$ cat src/rtl/ppurt_oam.sv
module ppurt_oam (
    input  logic       clk,
    input  logic       we,
    input  logic [7:0] waddr,
    input  logic [7:0] wdata,
    input  logic [7:0] raddr,
    output logic [7:0] rdata
);
    logic [7:0] mem [256];

    always_ff @(posedge clk)
    begin
        if (we)
            mem[waddr] <= wdata;
        rdata <= mem[raddr];
    end
endmodule

$ cat config.mk
export PLATFORM = sky130hd
export DESIGN_NAME = ppurt_oam
export DESIGN_NICKNAME = d
export VERILOG_FILES = /design/src/rtl/ppurt_oam.sv
export SDC_FILE = /design/constraint.sdc
export NUM_CORES = 2
export LEC_CHECK = 0
export BUFFER_PORTS_ARGS = -buffer_cell sky130_fd_sc_hd__buf_2
export CAP_MARGIN = 30
export CORE_UTILIZATION = 40
export DETAILED_ROUTE_END_ITERATION = 10
export PLACE_DENSITY = 0.51
export SYNTH_ARGS = -nofsm -noshare
export SYNTH_HDL_FRONTEND = slang
export SYNTH_SLANG_ARGS = --single-unit
$ cat constraint.sdc
create_clock -name clk -period 2.6 [get_ports clk]
set_input_delay 0.39 -clock clk [delete_from_list [all_inputs] [get_ports clk]]
set_output_delay 0.39 -clock clk [all_outputs]
set_load 0.01 [all_outputs]
### After elaboration in Yosys (flattened, before gate mapping)

Memory sizes are Yosys's and may differ from the RTL's. A register that Yosys moved wholly into a read port is not among the register bits.
Cells that the tools add are included.

* mux-type cells: 2

Operator list (number)
* $mux W1: 2

* register bits: 0
* memory bits (writable): 2048
* input port bits: 26
* memories kept: 1

Memory list
* mem: depth 256, bits a word 8, rd ports 1, clocked after memory_dff 1, wr ports 1, line 9 `logic [7:0] mem [256];`

### Depth between registers and ports, before layout

* depth in word-level cells: 2
* gate-level depth with buffers: 11
* depth with buffers taken out: 6

### Least setup slack after synthesis

OpenSTA, ideal clock, no wires.

* kind: input-to-reg
* from: in raddr[0]
* to: reg rdata[2], read port of mem
* setup time: 0.131 ns
* data arrival time: 2.197 ns
* data required time: 2.469 ns
* setup slack: 0.272 ns
* cell stages on the path: 9
* buffers on the path: 4
* path through: buf_6 > buf_12 > buf_8 > buf_2 > mux4_2 > a22oi_1 > a21oi_1 > nor4_1 > nor4_2

RTL lines
* from (decl): line 6 `input logic [7:0] raddr,`
* to (decl): line 7 `output logic [7:0] rdata`

==> metrics.yaml <==
ys_top_cells_by_area: "edfxtp_1, mux4_2, mux2i_1, nor2_1, a22oi_1"
port_buffers: 33
clock_latency_ns: 0.84
clock_sinks: 2056
wl_um: 215000
die-area_mm2: 0.201
p_total_mw: 69.6
syn_inst: 3733
violations: "setup timing"
grt.met1_usage_pct: 30.8
cts_setup_buffers: 0
crit_chain: "mux4_2, mux4_2, nor2b_1, nor4_2, buf_4, nor4_2"
place_area_mm2: 0.0883
yosysUniqueCellTypes: 55
p_per_area_mw_per_mm2: 732
clk_pin_slew_ns: 0.06
slowest_stage: "nor4_2"
final_util_pct: 48.1
syn_area_mm2: 0.0796
fin_cells: 7309
post-route-min-period_ns: 2.61
synth_top_area_cell: "edfxtp_1"
finClkSkew_ns: 0.0297
crit_type: "register to register"
ys_seq_area_share_pct: 77.5
status: "complete, but fails checks"
clock_path_buffers: 3
cts-htree-levels: 4
dr.pass1.iters: 5
wl_per_cell_um: 29.4
required_ns: 3.34
antenna_found_initial: 12
final_cell_mix: "edfxtp_1, buf_4, mux4_2"
final-setup-viol-count: 1
first_iter_violations: 4021
arrival_ns: 3.35
finalHoldViolations: 0
dp.cells: 6901
rows: 163
maxCapViolCount: 0
busiest_layer: "met2"
grt_util_met2_pct: 35.0
use_met3_pct: 3.12
syn_nets: 3759
layout.nets: 4509
whs_ns: 0.0371
cts-buffers-inserted: 214
grt_pass1_wl_um: 307000
cp_max_fo: 1
cts_root_buffer: "clkbuf_16"
first_global_vias: 40900
worst_slack_ns: -0.0124
mostFrequentLayoutCell: "edfxtp_1"
fill_cells: 16400
startpoint: "mem[84][0]"
end_kind: "register"
gp_congestion: 0.829
die_w_um: 448
die_h_um: 448
antenna_left: 0
slew_headroom_pct: 45.0
finalInstanceArea_mm2: 0.0950
cts_tree: "done"
irDropWorstVdd_mv: 0.583
ios: 34
synth_seq_cells: 2056
max_freq_mhz: 383
avgSynthCellArea_um2: 21.3
worst-slew-pin-transition_ns: 0.819
postSynth.asyncResetShare_pct: 0
min_path_type: "input pin to register"
drv_slew: 0
worstSetupStartpointType: "register"
synth_edf_count: 2048
grt_max_degree: 101
period_share_pct: 100
area_growth_pct: 19.4
grt_overflow: 0
synth_top_cell_area_share_pct: 77.3
initial_core_util_pct: 40.3
min-delay-start: "wdata[1]"
p_leak_nw: 30.8
ys.warnings.count: 0
r2r_start: "mem[84][0]"
drive_above_1_share_pct: 32.9
coreArea_mm2: 0.197
tns_ns: -0.0124
cpPeakStageDelay_ns: 0.61
post-route-drc-count: 0
hpwl_um: 140000
vias: 40400
preCtsSetupSlack_ns: -0.882
rsz0062_at_grt: "no"
viasPerCell: 5.53
ys.flop_type: "edfxtp_1"
grtUsageTotal_pct: 21.6
power by group:
group	internal [mW]	leakage, nW	switching [mW]
logic	1.59	9.09	2.34
clock network	16.3	3.24	12.7
registers	36.5	18.5	0.0661
final cells by class:
| cell class | count | area (um^2) | area share, % |
|---|---|---|---|
| Antenna cell | 8 | 20.0 | 0.0211 |
| Clock buffer | 265 | 5630 | 5.93 |
| Sequential cell | 2056 | 61700 | 64.9 |
| Multi-Input combinational cell | 1442 | 16600 | 17.4 |
| Clock inverter | 129 | 978 | 1.03 |
| Timing Repair Buffer | 767 | 6860 | 7.22 |
| Tap cell | 2640 | 3300 | 3.48 |
| Inverter | 2 | 7.51 | 0.00790 |
cell families (layout without fill, tap and decap cells):
| group | count (synthesis) | in the layout | share of synthesized area [%] |
|---|---|---|---|
| simple gates | 466 | 466 | 2.63 |
| flops | 2056 | 2056 | 77.5 |
| buf+inv | 235 | 1163 | 1.83 |
| other cells | 0 | 8 | 0 |
| compound gates | 385 | 385 | 3.42 |
| mux | 591 | 591 | 14.6 |
flip-flops by register name, summed over array words and instances, names as in the netlist:
register,cells
mem,2048
rdata,8
critical path, delay by kind of cell (launching register included):
kind,cells,cell delay (ns)
mux,2,0.98
simple gates,3,0.86
flops,1,0.42
buf+inv,1,0.24
Yosys cell counts, types with 16 or more instances:
library cell	n
nor2b_1	31
o221ai_1	46
buf_4	27
edfxtp_1	2048
nor3_1	22
buf_6	21
a22oi_1	133
a21oi_1	96
mux2i_1	134
buf_2	31
o22ai_1	28
nor2_1	282
clkbuf_1	111
a211oi_1	16
nor4_1	24
nand2_1	33
buf_1	22
mux4_2	454
nand3_1	34
what timing repair did:
item / 4_1_cts / 5_1_grt
hold buffers: 6 / 0
endpoints found under the setup margin: 4 / 1
gates resized for setup: 5 / 1
hold endpoints to repair: 175 / 0
layer usage:
metal  vias to the layer above  part of all wire [%]
met5                         -                     0
met4                         0                   2.5
met3                       278                   5.4
met2                      1235                    49
met1                     21700                    43
li1                      17200                     -
final timing paths:
kind	endpoint	slack, ns	cells after the start
setup / recovery	rdata[0]	-0.01	6
hold / removal	mem[69][1]	0.04	1
setup reg to reg	rdata[0]	-0.01	6
hold reg to reg	rdata[5]	1.11	6
No activity file was read; power rests on OpenSTA's default activity.
